### config.mk
export PLATFORM = sky130hd
export DESIGN_NAME = riscv_instruction_decoder_unit
export DESIGN_NICKNAME = d
export VERILOG_FILES = /design/src/design/rvid_pkg.sv /design/src/design/riscv_instruction_decoder_unit.sv
export SDC_FILE = /design/constraint.sdc
export NUM_CORES = 1
export LEC_CHECK = 0
export ABC_AREA = 1
export BUFFER_PORTS_ARGS = -buffer_cell sky130_fd_sc_hd__buf_4
export CORE_ASPECT_RATIO = 1.4
export CORE_MARGIN = 2
export CORE_UTILIZATION = 30
export DETAILED_ROUTE_END_ITERATION = 8
export SLEW_MARGIN = 20
export SYNTH_ARGS = -nofsm -noshare
export SYNTH_HDL_FRONTEND = slang
export SYNTH_SLANG_ARGS = --single-unit
### constraint.sdc
create_clock -name clk_i -period 6.02 [get_ports clk_i]
set_input_delay 0.301 -clock clk_i [delete_from_list [all_inputs] [get_ports clk_i]]
set_output_delay 0.301 -clock clk_i [all_outputs]
set_load 0.005 [all_outputs]
### src/design/rvid_pkg.sv
// Shared types, codes and immediate helpers for the RISC-V instruction decoder.
package rvid_pkg;

  // Major opcodes
  localparam logic [6:0] OPC_LUI     = 7'h37;
  localparam logic [6:0] OPC_AUIPC   = 7'h17;
  localparam logic [6:0] OPC_JAL     = 7'h6F;
  localparam logic [6:0] OPC_JALR    = 7'h67;
  localparam logic [6:0] OPC_BRANCH  = 7'h63;
  localparam logic [6:0] OPC_LOAD    = 7'h03;
  localparam logic [6:0] OPC_STORE   = 7'h23;
  localparam logic [6:0] OPC_OPIMM   = 7'h13;
  localparam logic [6:0] OPC_OPIMM32 = 7'h1B;
  localparam logic [6:0] OPC_OP      = 7'h33;
  localparam logic [6:0] OPC_OP32    = 7'h3B;
  localparam logic [6:0] OPC_FENCE   = 7'h0F;
  localparam logic [6:0] OPC_SYSTEM  = 7'h73;

  localparam logic [6:0] F7_ZERO = 7'h00;
  localparam logic [6:0] F7_ALT  = 7'h20;
  localparam logic [6:0] F7_MULDIV = 7'h01;

  // Micro-op numbers
  localparam logic [7:0] UOP_ADD     = 8'd1;
  localparam logic [7:0] UOP_SUB     = 8'd2;
  localparam logic [7:0] UOP_SLL     = 8'd3;
  localparam logic [7:0] UOP_SLT     = 8'd4;
  localparam logic [7:0] UOP_SLTU    = 8'd5;
  localparam logic [7:0] UOP_XOR     = 8'd6;
  localparam logic [7:0] UOP_SRL     = 8'd7;
  localparam logic [7:0] UOP_SRA     = 8'd8;
  localparam logic [7:0] UOP_OR      = 8'd9;
  localparam logic [7:0] UOP_AND     = 8'd10;
  localparam logic [7:0] UOP_ADDW    = 8'd11;
  localparam logic [7:0] UOP_SUBW    = 8'd12;
  localparam logic [7:0] UOP_SLLW    = 8'd13;
  localparam logic [7:0] UOP_SRLW    = 8'd14;
  localparam logic [7:0] UOP_SRAW    = 8'd15;
  localparam logic [7:0] UOP_MUL     = 8'd16;
  localparam logic [7:0] UOP_JAL     = 8'd29;
  localparam logic [7:0] UOP_JALR    = 8'd30;
  localparam logic [7:0] UOP_BEQ     = 8'd31;
  localparam logic [7:0] UOP_BNE     = 8'd32;
  localparam logic [7:0] UOP_BLT     = 8'd33;
  localparam logic [7:0] UOP_BGE     = 8'd34;
  localparam logic [7:0] UOP_BLTU    = 8'd35;
  localparam logic [7:0] UOP_BGEU    = 8'd36;
  localparam logic [7:0] UOP_LUI     = 8'd37;
  localparam logic [7:0] UOP_AUIPC   = 8'd38;
  localparam logic [7:0] UOP_LD_BASE = 8'd39;
  localparam logic [7:0] UOP_ST_BASE = 8'd46;
  localparam logic [7:0] UOP_ADDI    = 8'd50;
  localparam logic [7:0] UOP_SLLI    = 8'd51;
  localparam logic [7:0] UOP_SLTI    = 8'd52;
  localparam logic [7:0] UOP_SLTIU   = 8'd53;
  localparam logic [7:0] UOP_XORI    = 8'd54;
  localparam logic [7:0] UOP_SRLI    = 8'd55;
  localparam logic [7:0] UOP_SRAI    = 8'd56;
  localparam logic [7:0] UOP_ORI     = 8'd57;
  localparam logic [7:0] UOP_ANDI    = 8'd58;
  localparam logic [7:0] UOP_ADDIW   = 8'd59;
  localparam logic [7:0] UOP_SLLIW   = 8'd60;
  localparam logic [7:0] UOP_SRLIW   = 8'd61;
  localparam logic [7:0] UOP_SRAIW   = 8'd62;
  localparam logic [7:0] UOP_FENCE   = 8'd63;
  localparam logic [7:0] UOP_ECALL   = 8'd65;
  localparam logic [7:0] UOP_CSR_LO  = 8'd66;  // csrrw/s/c sit at base + funct3
  localparam logic [7:0] UOP_CSR_HI  = 8'd65;  // immediate forms sit at base + funct3
  localparam logic [7:0] UOP_MRET    = 8'd118;
  localparam logic [7:0] UOP_ILLEGAL = 8'd255;

  typedef enum logic [1:0] {
    UNIT_ALU = 2'd0,
    UNIT_MEM = 2'd1,
    UNIT_MUL = 2'd2,
    UNIT_CSR = 2'd3
  } unit_e;

  typedef enum logic [1:0] {
    OP1_NONE = 2'd0,
    OP1_RS1  = 2'd1,
    OP1_PC   = 2'd2,
    OP1_ZERO = 2'd3
  } op1_e;

  typedef enum logic [2:0] {
    OP2_NONE = 3'd0,
    OP2_RS2  = 3'd1,
    OP2_IMM  = 3'd2,
    OP2_IMMU = 3'd3,
    OP2_IMMZ = 3'd4
  } op2_e;

  typedef enum logic [3:0] {
    BR_NONE = 4'd0,
    BR_EQ   = 4'd1,
    BR_NE   = 4'd2,
    BR_LT   = 4'd3,
    BR_GE   = 4'd4,
    BR_LTU  = 4'd5,
    BR_GEU  = 4'd6,
    BR_JAL  = 4'd7,
    BR_JALR = 4'd8
  } br_e;

  typedef enum logic [1:0] {
    DST_NONE = 2'd0,
    DST_INT  = 2'd1,
    DST_X0   = 2'd2
  } dst_e;

  typedef enum logic [1:0] {
    EXC_NONE    = 2'd0,
    EXC_ILLEGAL = 2'd1,
    EXC_ECALL   = 2'd2
  } exc_e;

  // Flag bit positions
  localparam int FLG_LOAD   = 0;
  localparam int FLG_STA    = 1;
  localparam int FLG_LDQ    = 2;
  localparam int FLG_STQ    = 3;
  localparam int FLG_SIGNED = 4;
  localparam int FLG_BR     = 5;
  localparam int FLG_JAL    = 6;
  localparam int FLG_JALR   = 7;
  localparam int FLG_WORD   = 8;
  localparam int FLG_EPC    = 9;
  localparam int FLG_W      = 10;

  typedef struct packed {
    logic [7:0]        uop;
    logic              iq;
    unit_e             unit;
    op1_e              op1;
    op2_e              op2;
    br_e               br;
    logic [31:0]       imm;
    dst_e              dst;
    logic [1:0]        csr_cmd;
    logic [11:0]       csr_num;
    logic [FLG_W-1:0]  flags;
    logic [1:0]        size;
    exc_e              exc;
  } uop_t;

  function automatic logic [31:0] imm_i(input logic [31:0] w);
    return {{20{w[31]}}, w[31:20]};
  endfunction

  function automatic logic [31:0] imm_s(input logic [31:0] w);
    return {{20{w[31]}}, w[31:25], w[11:7]};
  endfunction

  function automatic logic [31:0] imm_b(input logic [31:0] w);
    return {{19{w[31]}}, w[31], w[7], w[30:25], w[11:8], 1'b0};
  endfunction

  function automatic logic [31:0] imm_u(input logic [31:0] w);
    return {w[31:12], 12'h000};
  endfunction

  function automatic logic [31:0] imm_j(input logic [31:0] w);
    return {{11{w[31]}}, w[31], w[19:12], w[20], w[30:21], 1'b0};
  endfunction

endpackage

### src/design/riscv_instruction_decoder_unit.sv
// RV64 instruction decoder: input register, single-pass decode, result register.
//
// Usage:
//   Input channel (valid_i / stall_o) carries one request: fetch_valid_i,
//   flush_i, the 32-bit instruction_i and pc_low_i. A request is taken at a
//   rising edge where valid_i is high and stall_o is low. A request with
//   fetch_valid_i low or flush_i high is taken and dropped: it yields no
//   micro-op. Every other request yields exactly one micro-op.
//   Output channel (valid_o / stall_i) presents the micro-op fields; the
//   micro-op is taken at an edge where valid_o is high and stall_i is low.
//   Path: a taken request passes through the input register, then the decode
//   logic into the result register, which drives valid_o and the micro-op
//   fields.
//   Throughput: one request per cycle while stall_i is low; the decode is a
//   single combinational pass between the two registers, so both stages advance every cycle while stall_i is low.
//   When the receiver stalls, the result register holds its micro-op; the
//   input register still takes requests until it holds one that yields a
//   micro-op, then stall_o rises until the result register drains.
//   Reset (rst_ni low, asynchronous) empties both stages; no micro-op is
//   presented until a new request has passed through.
module riscv_instruction_decoder_unit (
  input  logic        clk_i,
  input  logic        rst_ni,
  // input channel
  input  logic        valid_i,
  output logic        stall_o,
  input  logic        fetch_valid_i,
  input  logic        flush_i,
  input  logic [31:0] instruction_i,
  input  logic [5:0]  pc_low_i,
  // output channel
  output logic        valid_o,
  input  logic        stall_i,
  output logic [7:0]  micro_opcode_o,
  output logic        issue_queue_o,
  output logic [1:0]  unit_code_o,
  output logic [4:0]  operand_selects_o,
  output logic [3:0]  branch_kind_o,
  output logic [31:0] immediate_o,
  output logic [1:0]  dest_kind_o,
  output logic [14:0] register_specifiers_o,
  output logic [13:0] csr_control_o,
  output logic [11:0] flag_bits_o,
  output logic [1:0]  exception_kind_o,
  output logic [5:0]  pc_low_out_o
);
  import rvid_pkg::*;

  // Stage 1: captured instruction; marked valid only for requests that produce a micro-op
  logic        s1_valid_q, s1_valid_d;
  logic [31:0] instr_q;
  logic [5:0]  pc_q;

  // Stage 2: result register
  logic        s2_valid_q, s2_valid_d;
  uop_t        uop_q, uop_d;
  logic [14:0] regs_q;
  logic [5:0]  pc_out_q;

  logic s2_load;
  logic s1_free;
  logic in_take;

  // Result register loads whenever it is empty or its content is taken.
  assign s2_load = !s2_valid_q || !stall_i;
  // Input register frees when empty or its content moves to the result.
  assign s1_free = !s1_valid_q || s2_load;
  assign stall_o = !s1_free;
  assign in_take = valid_i && s1_free;

  always_comb begin
    s1_valid_d = s1_valid_q;
    if (s1_free) begin
      // drop requests without a fetched instruction or under flush
      s1_valid_d = in_take && fetch_valid_i && !flush_i;
    end
  end

  assign s2_valid_d = s2_load ? s1_valid_q : s2_valid_q;

  always_ff @(posedge clk_i or negedge rst_ni) begin
    if (!rst_ni) begin
      s1_valid_q <= 1'b0;
      s2_valid_q <= 1'b0;
    end else begin
      s1_valid_q <= s1_valid_d;
      s2_valid_q <= s2_valid_d;
    end
  end

  always_ff @(posedge clk_i) begin
    if (in_take) begin
      instr_q <= instruction_i;
      pc_q    <= pc_low_i;
    end
  end

  always_ff @(posedge clk_i) begin
    if (s2_load && s1_valid_q) begin
      uop_q    <= uop_d;
      regs_q   <= {instr_q[19:15], instr_q[24:20], instr_q[11:7]};
      pc_out_q <= pc_q;
    end
  end

  // Decode of the held instruction
  logic [6:0] opc;
  logic [2:0] f3;
  logic [6:0] f7;
  logic [4:0] rd;

  assign opc = instr_q[6:0];
  assign f3  = instr_q[14:12];
  assign f7  = instr_q[31:25];
  assign rd  = instr_q[11:7];

  always_comb begin
    uop_d          = '0;
    uop_d.uop      = UOP_ILLEGAL;
    uop_d.iq       = 1'b0;
    uop_d.unit     = UNIT_ALU;
    uop_d.op1      = OP1_NONE;
    uop_d.op2      = OP2_NONE;
    uop_d.br       = BR_NONE;
    uop_d.dst      = DST_NONE;
    uop_d.exc      = EXC_NONE;

    unique case (opc)
      OPC_LUI: begin
        uop_d.uop = UOP_LUI;
        uop_d.op1 = OP1_ZERO;
        uop_d.op2 = OP2_IMMU;
        uop_d.imm = imm_u(instr_q);
        uop_d.dst = DST_INT;
      end
      OPC_AUIPC: begin
        uop_d.uop = UOP_AUIPC;
        uop_d.op1 = OP1_PC;
        uop_d.op2 = OP2_IMMU;
        uop_d.imm = imm_u(instr_q);
        uop_d.dst = DST_INT;
      end
      OPC_JAL: begin
        uop_d.uop = UOP_JAL;
        uop_d.op1 = OP1_PC;
        uop_d.op2 = OP2_IMM;
        uop_d.br  = BR_JAL;
        uop_d.imm = imm_j(instr_q);
        uop_d.dst = (rd != 5'd0) ? DST_INT : DST_X0;
        uop_d.flags[FLG_JAL] = 1'b1;
      end
      OPC_JALR: begin
        uop_d.uop = UOP_JALR;
        uop_d.op1 = OP1_RS1;
        uop_d.op2 = OP2_IMM;
        uop_d.br  = BR_JALR;
        uop_d.imm = imm_i(instr_q);
        uop_d.dst = (rd != 5'd0) ? DST_INT : DST_X0;
        uop_d.flags[FLG_JALR] = 1'b1;
      end
      OPC_BRANCH: begin
        uop_d.op1 = OP1_RS1;
        uop_d.op2 = OP2_RS2;
        uop_d.imm = imm_b(instr_q);
        uop_d.flags[FLG_BR] = 1'b1;
        case (f3)
          3'd0: begin uop_d.uop = UOP_BEQ;  uop_d.br = BR_EQ;  end
          3'd1: begin uop_d.uop = UOP_BNE;  uop_d.br = BR_NE;  end
          3'd4: begin uop_d.uop = UOP_BLT;  uop_d.br = BR_LT;  end
          3'd5: begin uop_d.uop = UOP_BGE;  uop_d.br = BR_GE;  end
          3'd6: begin uop_d.uop = UOP_BLTU; uop_d.br = BR_LTU; end
          3'd7: begin uop_d.uop = UOP_BGEU; uop_d.br = BR_GEU; end
          default: uop_d.uop = UOP_ILLEGAL;
        endcase
      end
      OPC_LOAD: begin
        uop_d.iq   = 1'b1;
        uop_d.unit = UNIT_MEM;
        uop_d.op1  = OP1_RS1;
        uop_d.op2  = OP2_IMM;
        uop_d.imm  = imm_i(instr_q);
        uop_d.dst  = DST_INT;
        uop_d.flags[FLG_LOAD]   = 1'b1;
        uop_d.flags[FLG_LDQ]    = 1'b1;
        uop_d.flags[FLG_SIGNED] = 1'b1;
        if (f3 != 3'd7) begin
          uop_d.uop  = UOP_LD_BASE + {5'd0, f3};
          uop_d.size = f3[1:0];
          // unsigned loads
          if (f3[2]) begin
            uop_d.flags[FLG_SIGNED] = 1'b0;
          end
        end
      end
      OPC_STORE: begin
        uop_d.iq   = 1'b1;
        uop_d.unit = UNIT_MEM;
        uop_d.op1  = OP1_RS1;
        uop_d.op2  = OP2_RS2;
        uop_d.imm  = imm_s(instr_q);
        uop_d.flags[FLG_STA] = 1'b1;
        uop_d.flags[FLG_STQ] = 1'b1;
        if (!f3[2]) begin
          uop_d.uop  = UOP_ST_BASE + {5'd0, f3};
          uop_d.size = f3[1:0];
        end
      end
      OPC_OPIMM: begin
        uop_d.op1 = OP1_RS1;
        uop_d.op2 = OP2_IMM;
        uop_d.imm = imm_i(instr_q);
        uop_d.dst = DST_INT;
        case (f3)
          3'd0: uop_d.uop = UOP_ADDI;
          3'd1: uop_d.uop = UOP_SLLI;
          3'd2: uop_d.uop = UOP_SLTI;
          3'd3: uop_d.uop = UOP_SLTIU;
          3'd4: uop_d.uop = UOP_XORI;
          3'd5: uop_d.uop = (f7 == F7_ZERO) ? UOP_SRLI : UOP_SRAI;
          3'd6: uop_d.uop = UOP_ORI;
          default: uop_d.uop = UOP_ANDI;
        endcase
      end
      OPC_OPIMM32: begin
        uop_d.op1 = OP1_RS1;
        uop_d.op2 = OP2_IMM;
        uop_d.imm = imm_i(instr_q);
        uop_d.dst = DST_INT;
        uop_d.flags[FLG_WORD] = 1'b1;
        case (f3)
          3'd0: uop_d.uop = UOP_ADDIW;
          3'd1: uop_d.uop = UOP_SLLIW;
          3'd5: uop_d.uop = (f7 == F7_ZERO) ? UOP_SRLIW : UOP_SRAIW;
          default: uop_d.uop = UOP_ILLEGAL;
        endcase
      end
      OPC_OP: begin
        uop_d.op1 = OP1_RS1;
        uop_d.op2 = OP2_RS2;
        uop_d.dst = DST_INT;
        if (f7 == F7_MULDIV) begin
          // only MUL of the M extension is supported
          uop_d.unit = UNIT_MUL;
          if (f3 == 3'd0) begin
            uop_d.uop = UOP_MUL;
          end
        end else begin
          case (f3)
            3'd0: uop_d.uop = (f7 == F7_ALT) ? UOP_SUB : UOP_ADD;
            3'd1: uop_d.uop = UOP_SLL;
            3'd2: uop_d.uop = UOP_SLT;
            3'd3: uop_d.uop = UOP_SLTU;
            3'd4: uop_d.uop = UOP_XOR;
            3'd5: uop_d.uop = (f7 == F7_ALT) ? UOP_SRA : UOP_SRL;
            3'd6: uop_d.uop = UOP_OR;
            default: uop_d.uop = UOP_AND;
          endcase
        end
      end
      OPC_OP32: begin
        uop_d.op1 = OP1_RS1;
        uop_d.op2 = OP2_RS2;
        uop_d.dst = DST_INT;
        uop_d.flags[FLG_WORD] = 1'b1;
        case (f3)
          3'd0: uop_d.uop = (f7 == F7_ALT) ? UOP_SUBW : UOP_ADDW;
          3'd1: uop_d.uop = UOP_SLLW;
          3'd5: uop_d.uop = (f7 == F7_ALT) ? UOP_SRAW : UOP_SRLW;
          default: uop_d.uop = UOP_ILLEGAL;
        endcase
      end
      OPC_FENCE: begin
        uop_d.uop  = UOP_FENCE;
        uop_d.iq   = 1'b1;
        uop_d.unit = UNIT_MEM;
      end
      OPC_SYSTEM: begin
        uop_d.unit = UNIT_CSR;
        if (f3 == 3'd0) begin
          // ecall when rd and bits 31:20 are zero; every other word here is mret
          if (rd == 5'd0 && instr_q[31:20] == 12'h000) begin
            uop_d.uop = UOP_ECALL;
            uop_d.exc = EXC_ECALL;
            uop_d.flags[FLG_EPC] = 1'b1;
          end else begin
            uop_d.uop = UOP_MRET;
          end
        end else begin
          uop_d.op1      = OP1_RS1;
          uop_d.op2      = OP2_IMMZ;
          uop_d.csr_num  = instr_q[31:20];
          uop_d.dst      = DST_INT;
          if (f3 != 3'd4) begin
            uop_d.uop     = f3[2] ? (UOP_CSR_HI + {5'd0, f3}) : (UOP_CSR_LO + {5'd0, f3});
            uop_d.csr_cmd = f3[1:0];
          end
        end
      end
      default: uop_d.uop = UOP_ILLEGAL;
    endcase

    if (uop_d.uop == UOP_ILLEGAL) begin
      uop_d.exc = EXC_ILLEGAL;
    end
  end

  // Output ports
  assign valid_o               = s2_valid_q;
  assign micro_opcode_o        = uop_q.uop;
  assign issue_queue_o         = uop_q.iq;
  assign unit_code_o           = uop_q.unit;
  assign operand_selects_o     = {uop_q.op1, uop_q.op2};
  assign branch_kind_o         = uop_q.br;
  assign immediate_o           = uop_q.imm;
  assign dest_kind_o           = uop_q.dst;
  assign register_specifiers_o = regs_q;
  assign csr_control_o         = {uop_q.csr_cmd, uop_q.csr_num};
  assign flag_bits_o           = {uop_q.size, uop_q.flags};
  assign exception_kind_o      = uop_q.exc;
  assign pc_low_out_o          = pc_out_q;

  // Assertions
  a_stall_only_when_full: assert property (@(posedge clk_i) disable iff (!rst_ni)
    stall_o |-> (s1_valid_q && valid_o && stall_i))
    else $error("stall raised while a stage could advance");

  a_s1_moves_on: assert property (@(posedge clk_i) disable iff (!rst_ni)
    (s1_valid_q && !(valid_o && stall_i)) |=> valid_o)
    else $error("held instruction did not reach the result register");

  a_illegal_cause: assert property (@(posedge clk_i) disable iff (!rst_ni)
    (valid_o && micro_opcode_o == UOP_ILLEGAL) |-> (exception_kind_o == EXC_ILLEGAL))
    else $error("illegal micro-op without illegal-instruction cause");

  a_ecall_epc: assert property (@(posedge clk_i) disable iff (!rst_ni)
    (valid_o && exception_kind_o == EXC_ECALL)
      |-> (flag_bits_o[FLG_EPC] && unit_code_o == UNIT_CSR))
    else $error("environment call without pc-to-epc on the CSR unit");

  a_memq_unit: assert property (@(posedge clk_i) disable iff (!rst_ni)
    (valid_o && issue_queue_o) |-> (unit_code_o == UNIT_MEM))
    else $error("memory queue micro-op not routed to the memory unit");

endmodule
* Yosys cells after proc, flatten, opt, wreduce, memory -nomap -nowiden
Index checks and enable logic that the tools add are counted.
** Operators by class
- Add/subtract/negate cells :: 4
- Multiply operators :: 0
- Div/mod/pow operators :: 0
- $lt $le $gt $ge :: 0
- Equality and inequality tests :: 25
- Shifts and indexed selects :: 0
- Mux-type cells :: 47
- Bitwise logic cells :: 3
- Reductions and logical operators :: 28
** Operators with widths (number)
- one-hot mux 32 bit (5 select lines) :: 1
- one-hot mux 8 bit (13 select lines) :: 1
- 2-to-1 mux 8 bit :: 7
- one-hot mux 4 bit (7 select lines) :: 2
- one-hot mux 8 bit (3 select lines) :: 2
- one-hot mux 8 bit (6 select lines) :: 1
- == test 7 x 6 -> 1 bit, second input constant :: 5
- one-hot mux 5 bit (6 select lines) :: 1
- == test 7 bit, second input constant :: 4
- == test 7 x 5 -> 1 bit, second input constant :: 3
- one-hot mux 3 bit (6 select lines) :: 1
- adder 7 x 3 -> 8 bit, first input constant :: 2
- 2-to-1 mux 2 bit :: 8
- 2-to-1 mux 15 bit :: 1
- adder 6 x 3 -> 7 bit, first input constant :: 2
- 2-to-1 mux 1 bit :: 13
- == test 3 bit, second input constant :: 4
- zero test 12 bit :: 1
- 2-to-1 mux 4 bit :: 3
- one-hot mux 2 bit (3 select lines) :: 2
- one-hot mux 4 bit (3 select lines) :: 1
- OR reduction 3 bit :: 3
- == test 8 bit, second input constant :: 1
- OR reduction 2 bit :: 4
- 20 further kinds :: 34
** Storage, ports and cells
- Flip-flop bits (word level) :: 143
- Latch bits :: 0
- RAM bits :: 0
- Bits in read-only memories :: 0
- Logic and storage cells :: 129
- Memories :: 0

* Logic depth before layout (Yosys ltp)
Gate-level depths: netlist (run 1).
- Depth after elaboration :: 7
- Mapped depth :: 14
- Mapped depth without buffers :: 14

* Worst setup path after synthesis (run 1)
OpenSTA, ideal clock, no wires.
- Kind :: flip-flop to flip-flop
- Start point :: register s2_valid_q (netlist: valid_o)
- End point :: register uop_q, in the netlist branch_kind_o[0] (enable)
- Data arrival time :: 5.273 ns
- Path slack :: 0.153 ns
- Stages on the path, launching flop included :: 2
- Buffers on the path :: 0
- Path through :: dfrtp_1 > a21oi_1
** On the way
- Longest elaborated chain between the ends :: 3
** Ends and longest elaborated chain
- start: declaration :: line riscv_instruction_decoder_unit.sv:55 : logic s2_valid_q, s2_valid_d;
- start signal: assignment :: line riscv_instruction_decoder_unit.sv:87 : s2_valid_q <= s2_valid_d;
- zero test 1 bit :: line riscv_instruction_decoder_unit.sv:65 : assign s2_load = !s2_valid_q || !stall_i;
- logical OR 1 bit :: line riscv_instruction_decoder_unit.sv:65
- logical AND 1 bit :: line riscv_instruction_decoder_unit.sv:99 : if (s2_load && s1_valid_q) begin
- end signal: assignment :: line riscv_instruction_decoder_unit.sv:100 : uop_q <= uop_d;
- end: declaration :: line riscv_instruction_decoder_unit.sv:56 : uop_t uop_q, uop_d;
Every way passes these cells.
A chain may end at the register's enable or synchronous reset.

==> metrics.txt, run 1 <==
DR iter-0 viols 299; fin crit period between 2 and 3 ns; Leak Pwr 3.54 nW; Setup Viol. Count Final 0; Post-DP Area 0.00745 mm2; HPWL Detailed 12300 um; GPL Wtd Cong approximately 0.95; Overall Global Routing Usage 0.161; total gr overflow 0; synth warn 0; Total Negative Setup Slacks 0 ns; kind of critical path flop to flop; Netlist cell types 32; Root Buffer Master clkbuf_16; Clk pin slew, worst setup/hold paths about 0.060 ns; drc violations 0; Pwr per Cell Area roughly 290 mW/mm2; top post-synthesis cells by area edfxtp_1, nand2_1, nor2_1; cell total after placement 927; CP Data Arrival Time 2.73 ns; H-tree depth 4; Max VDD drop 0.143 mV; worst-path cell chain inv_1 > ha_1 > inv_2 > nor2_4 > o21ai_0 > nand2_1 > nand3_1 > nand2_1 > nor2_1 > nand2_1 > nand2_1 > nor2_2 > nor2_2; CP Buf/Inv Count 2; vias per cell 4.55; Clock Skews 0.00896 ns; Die W 124 um; status finished clean; average routed wire per standard cell 17.2 um; largest area contributor in the netlist edfxtp_1; worst slew pin tran 1.06 ns; RSZ-0062 raised after global routing false; flops & latches, synth 141; proportion of layout cells with a drive suffix above 1 0.302; Synth Net Count 584; worst reg2reg path depth 13; initial antenna violation count 0; post-route ant nets 0; PortBufs 148; Area Overhead vs Synth 33.0%; iteration count of the initial detailed-routing pass 5; Seq/Total Area, Yosys 0.699; CP most frequent cell nand2_1; largest net degree at the start of global routing 85; WP depth 13; max-cap viol count 0; syn avg cell area 11.4 um2; worst min-delay path category input pin to flop; Post-Route WL between 15000 and 20000 um; # rows 61; Worst setup SP type flop; Skew-Pair Late Insertion Delay 0.42 ns; Ports 149; Critical Path Max Stage Delay 0.51 ns; clock sink total ~140; top cell type's share of synthesized area 0.690; final instance area 0.00805 mm2; Initial Util 0.305; vias in the first global route 4368; relative slew slack 0.295; Synth Cell Area 0.00605 mm2; first-pass GRT wire length 24800 um; CTS buffer count 17; crit path max fanout 9; Max Freq approximately 0.39 GHz; Min-Delay Path Depth 1; slowest CP cell edfxtp_1; Top Family by Delay on Critical Path simple AND/OR/NAND/NOR gates; CTS tree yes; synthesized instance count about 530; Die Height 172 um; Final Hold Fails 0; Core Area slightly below 0.02 mm2; Final Non-Filler Cells 960; die area 0.0213 mm2; routed via count approximately 4400; ANT cells 0; CP endpoint kind flop; Clock Path Buffers 2; Final Net Count 747; fin. max-slew vios 0; fin crit share 0.426; CP required 6.19 ns
[final timing paths]
path	start	end	slack (ns)
worst min-delay path	instruction_i[16]	instr_q[16]	0.06
min in group asynchronous	rst_ni	valid_o	0.20
worst max register to register	instr_q[12]	exception_kind_o[1]	3.45
max in group asynchronous	rst_ni	s1_valid_q	5.73
worst max-delay path	instr_q[12]	exception_kind_o[1]	3.45
worst min register to register	pc_q[1]	pc_low_out_o[1]	0.42
[synth_stat cells (all sizes together)]
library cell / instances
edfxtp: 139
nand2: 132
nor2: 94
inv: 55
o21ai: 38
nand3: 26
a21oi: 10
ha: 8
nand4: 7
buf: 5
nor3: 5
clkbuf: 2
dfrtp: 2
a2111o: 1
a221o: 1
a22o: 1
a22oi: 1
a31oi: 1
nand3b: 1
o2111ai: 1
o32ai: 1
or2: 1
[worst reg2reg max path, stage by stage, from the launching register on]
cell	delay [ns]
edfxtp_1	0.51
inv_1	0.25
ha_1	0.38
inv_2	0.12
nor2_4	0.25
o21ai_0	0.18
nand2_1	0.11
nand3_1	0.07
nand2_1	0.09
nor2_1	0.04
nand2_1	0.09
nand2_1	0.07
nor2_2	0.14
nor2_2	0.04
[power by group]
part / internal [W] / switching (W)
clock network: 0.000618 / 0.000421
logic: 0.0000617 / 0.0000924
registers: 0.00112 / 0.0000187
[registers in the layout, indices dropped and copies added (netlist names), 2 cells and up]
register               count
dest_kind_o                2
csr_control_o             14
micro_opcode_o             8
unit_code_o                2
operand_selects_o          5
flag_bits_o               10
register_specifiers_o     15
branch_kind_o              4
immediate_o               32
instr_q                   32
pc_low_out_o               6
pc_q                       6
exception_kind_o           2
[what timing repair did]
item,CTS,global route
endpoints found under the setup margin,0,0
gates resized for setup,0,0
endpoints found under the hold margin,2,0
buffers inserted,0,0
hold buffers,1,0
[per-stage QoR]
step                hold slack (ns)  utilization  total power, W  worst slack [ns]
global route                 0.0238        0.405         0.00243              3.19
detailed placement           0.0868        0.375         0.00132              3.49
global placement             0.0864        0.375         0.00132              3.58
CTS                          0.0315        0.405         0.00236              3.48
floorplan                   0.00541            -         0.00124             0.153
finish                       0.0562        0.405         0.00233              3.45
[logic make-up after synthesis]
group,Yosys count,share of synthesized area
AO/OA/AOI/OAI,55,0.0517
adder cells (fa/ha/maj),8,0.0166
buffers and inverters,62,0.0424
flip-flops,141,0.699
AND/OR/NAND/NOR,266,0.191
[layer usage]
layer | share of wire | GRT usage
met5 | 0 | 0
met4 | 0.025 | 0.0689
met3 | 0.043 | 0.0346
met2 | 0.53 | 0.288
met1 | 0.40 | 0.184
[cell usage in the layout (no fill, tap or decap), types with 2 or more instances in the layout]
| master | netlist | layout |
|---|---|---|
| clkbuf_16 | 0 | 17 |
| nand2_1 | 118 | 118 |
| a21oi_4 | 1 | 2 |
| edfxtp_1 | 139 | 139 |
| ha_1 | 8 | 8 |
| o21ai_0 | 35 | 35 |
| nor3_1 | 5 | 5 |
| inv_1 | 50 | 49 |
| clkinv_4 | 0 | 3 |
| bufinv_16 | 0 | 2 |
| buf_4 | 2 | 150 |
| inv_6 | 0 | 5 |
| nor2_4 | 3 | 3 |
| nor2_2 | 10 | 10 |
| nand3_1 | 25 | 25 |
| inv_2 | 5 | 5 |
| nand4_1 | 7 | 7 |
| nand2_2 | 13 | 13 |
| nor2_1 | 81 | 81 |
| dfrtp_1 | 2 | 2 |
| clkinv_1 | 0 | 3 |
| a21oi_1 | 9 | 8 |
| o21ai_1 | 3 | 3 |
[cell type report]
type / instances / area [um2]
fill: 1976 / 11800
sequential: 141 / 4220
multi-input combinational: 329 / 1580
timing repair buffer: 151 / 1140
clock buffer: 18 / 429
tap: 252 / 315
inverter: 55 / 206
clock inverter: 14 / 156
Note: power is estimated with default switching activity, not from simulation.
==> run 2, diff against run 1 <==
--- a/config.mk
+++ b/config.mk
@@ -5,7 +5,7 @@
 export SDC_FILE = /design/constraint.sdc
 export NUM_CORES = 1
 export LEC_CHECK = 0
-export ABC_AREA = 1
+export ABC_AREA = 0
 export BUFFER_PORTS_ARGS = -buffer_cell sky130_fd_sc_hd__buf_4
 export CORE_ASPECT_RATIO = 1.4
 export CORE_MARGIN = 2
==> constraint.sdc (replaced) <==
create_clock -name clk_i -period 2.2 [get_ports clk_i]
set_input_delay 0.11 -clock clk_i [delete_from_list [all_inputs] [get_ports clk_i]]
set_output_delay 0.11 -clock clk_i [all_outputs]
set_load 0.005 [all_outputs]
==> run 2 against run 1 <==
The flow now finishes with violations (setup timing). Global-route usage is 2.7 points higher. Highest routed layer unchanged. Combinational power grew to 4.6 times the previous value. Critical path depth down 5. Synthesized area up 1.3%.
==> metrics.txt, run 2 <==
status finished with violations; failing checks setup timing; flops & latches, synth 141 (unchanged); most frequent cells in the layout buf_4, edfxtp_1, dlygate4sd3_1; PortBufs 148 (unchanged); Post-DP Area 0.00865 mm2 (+16%); combinational share of power 0.107 (+0.041); Netlist cell types 66 (+110%); Final Core Density 0.495 (+0.0896); Setup Viol. Count Final 6 (+6); Seq pwr share 0.471 (-0.018); Clk pin slew, worst setup/hold paths 0.06 ns (about the same); ANT cells 0 (unchanged); Synth Net Count 504 (-14%); Root Buffer Master clkbuf_16; post-synthesis xor/xnor area fraction 0 (unchanged); drc violations 0 (unchanged); Overall Global Routing Usage 0.189 (+0.0274); met3 Usage GRT 0.0322 (-0.00245); largest net degree at the start of global routing 48 (-44%); Pwr per Cell Area 667 mW/mm2 (+130%); met2 Usage GRT 0.342 (+0.0534); multiplexer share of the synthesized area 0 (unchanged); Final Net Count 849 (+14%); most common cell after layout, fill and taps aside buf_4; internal power 0.00500 W (+180%); EDFF count, synth 139 (unchanged); crit path max fanout 5 (-4); Setup WS pre-CTS -0.419 ns (-3.91 ns); asr flop ratio synth 0.0142 (unchanged); fin. max-slew vios 0 (unchanged); Skew-Pair Late Insertion Delay 0.43 ns (about the same); top cells by count, synth edfxtp_1, nand2_1, nor2_1; Area Overhead vs Synth 61.0%; fin crit period 2.50 ns (-0.0622 ns); HPWL Detailed 15300 um (+24%); Clock Skews 0.0117 ns (+0.00273 ns); Seq/Total Area, Yosys 0.690 (-0.00899); max-cap viol count 0 (unchanged); Max Freq 0.399 GHz (+2.5%); post-route ant nets 0 (unchanged); synthesized instance count 452 (-15%); kind of critical path flop to flop; proportion of layout cells with a drive suffix above 1 0.472 (+0.169); Leak Pwr 4.23 nW (+20%); synth warn 0 (unchanged); Post-Route WL 20200 um (+22%); fin crit share 1.14 (+0.712); first-pass GRT wire length 31000 um (+25%); Top FF cell, synth edfxtp_1; top post-synthesis cells by area edfxtp_1, a21o_1, and2_1; Synth Cell Area 0.00613 mm2 (+1.3%); initial antenna violation count 0 (unchanged); GR Util met1 0.219 (+0.0343); most frequent cell after synthesis edfxtp_1; Die Height 173 um (+0.64%); Max VDD drop 0.426 mV (+200%); Net Sw Power 0.00158 W (+200%); syn avg cell area 13.6 um2 (+19%); iteration count of the initial detailed-routing pass 4 (-1); Ports 149 (unchanged); total gr overflow 0 (unchanged); routed via count 5123 (+17%); worst min-delay path category input pin to flop; vias in the first global route 5324 (+22%); worst slew pin tran 0.536 ns (-0.522 ns); CTS tree yes; RSZ-0062 raised after global routing true; Final Hold Fails 0 (unchanged); Critical Path Max Stage Delay 0.43 ns (-0.08 ns); H-tree depth 4 (unchanged); Final Total Pwr 0.00658 W (+180%); Initial Util 0.308 (+0.00279); DR iter-0 viols 286 (-4.3%); final instance area 0.00986 mm2 (+23%); clock sink total 141 (unchanged); complex-gate fraction of the synthesized area 0.128 (+0.0765); Net Sw Frac 0.240 (+0.0116); die area 0.0216 mm2 (+1.3%); CP endpoint kind flop; GR peak layer met2; Clock Path Buffers 2 (unchanged); vias per cell 4.82 (+6.0%); Core Area 0.0199 mm2 (+0.39%); cell total after placement 977 (+5.4%); clock network power share 0.421 (-0.024); CP required 2.38 ns (-3.81 ns); largest family of logic cells by synthesized area simple AND/OR/NAND/NOR gates; simple-gate area share of the yosys netlist 0.143 (-0.0482); area share of fa/ha/maj cells after synthesis 0.0163 (-0.000213); # rows 61 (unchanged); Die W 125 um (+0.63%); largest area contributor in the netlist edfxtp_1; worst-path cell chain or3_4 > nor4b_4 > buf_4 > and4bb_4 > o31ai_2 > o2bb2ai_1 > or4_4 > and4_1; relative slew slack 0.642 (+0.348); GPL Wtd Cong 0.907 (-4.3%); Setup WS post-layout -0.305 ns (-3.76 ns); CP Data Arrival Time 2.68 ns (-0.05 ns); Final Non-Filler Cells 1062 (+11%); top cell type's share of synthesized area 0.681 (-0.00888); Worst setup SP type flop; CTS buffer count 17 (unchanged); slowest CP cell or4_4; average routed wire per standard cell 19.0 um (+11%)
==> run 2: cell types whose count changed after synthesis, sizes merged, moves of 10 or more <==
cell | before | now
inv | 55 | 10
clkbuf | 2 | 18
nand3 | 26 | 13
and2 | 0 | 24
a21o | 0 | 21
nand2 | 132 | 31
nor3 | 5 | 15
o21ai | 38 | 20
nor2 | 94 | 26
==> run 2: layer usage <==
metal	share of wire	up-vias
met5	0	-
met4	0.028	0
met3	0.033	32
met2	0.54	128
met1	0.40	2521
li1	-	2442
==> run 2: layout make-up <==
type	count	area [um2]
Fill cell	1799	10100
Sequential cell	141	4220
Timing Repair Buffer	350	2780
Multi-Input combinational cell	276	1940
Clock buffer	17	425
Tap cell	252	315
Clock inverter	15	138
Inverter	11	41.3
==> run 2: power by group through the flow <==
stage,Combinational (W),Clock (W),Sequential [W]
floorplan,0.000216,0,0.00316
detailed placement,0.000615,0,0.00316
global placement,0.000611,0,0.00316
global route,0.000760,0.00295,0.00311
finish,0.000705,0.00277,0.00310
CTS,0.000684,0.00285,0.00310
==> run 2: worst max-delay path: cells and delay by family (launching register included) <==
family,cells,cell delay (ns)
AND/OR/NAND/NOR,5,1.51
flip-flops,1,0.38
AO/OA/AOI/OAI,2,0.19
buffers and inverters,1,0.18
==> run 2: metrics by stage <==
stage,TNS [ns],hold WS [ns]
final,-1.31,0.393
after global routing,-2.06,0.381
after CTS,-1.35,0.367
after detailed placement,-2.31,-0.105
after global placement,-3.71,-0.108
after floorplan,-37.55,-0.186
==> run 2: repair_timing <==
| item | in CTS | in global routing |
|---|---|---|
| endpoints found under the setup margin | 23 | 27 |
| hold buffers | 43 | 0 |
| endpoints found under the hold margin | 42 | 0 |
| resized for setup | 13 | 23 |
| pin swaps | 7 | 5 |
| setup buffers | 3 | 7 |
==> run 2: final timing paths <==
kind                                       end        start  slack (ns)  cells past startpoint
min in group asynchronous           s1_valid_q       rst_ni        0.56                      3
hold reg to reg                pc_low_out_o[4]      pc_q[4]        0.42                      0
max in group asynchronous              valid_o       rst_ni        1.51                      3
setup / recovery           exception_kind_o[0]  instr_q[31]       -0.30                      8
hold / removal                         pc_q[1]  pc_low_i[1]        0.39                      2
setup reg to reg           exception_kind_o[0]  instr_q[31]       -0.30                      8
==> run 2: logic make-up (layout without fill, tap and decap cells) <==
| logic type | count (synthesis) | after routing |
|---|---|---|
| flops | 141 | 141 |
| buf+inv | 35 | 393 |
| fa+ha+maj | 8 | 8 |
| simple gates | 155 | 155 |
| compound gates | 113 | 113 |
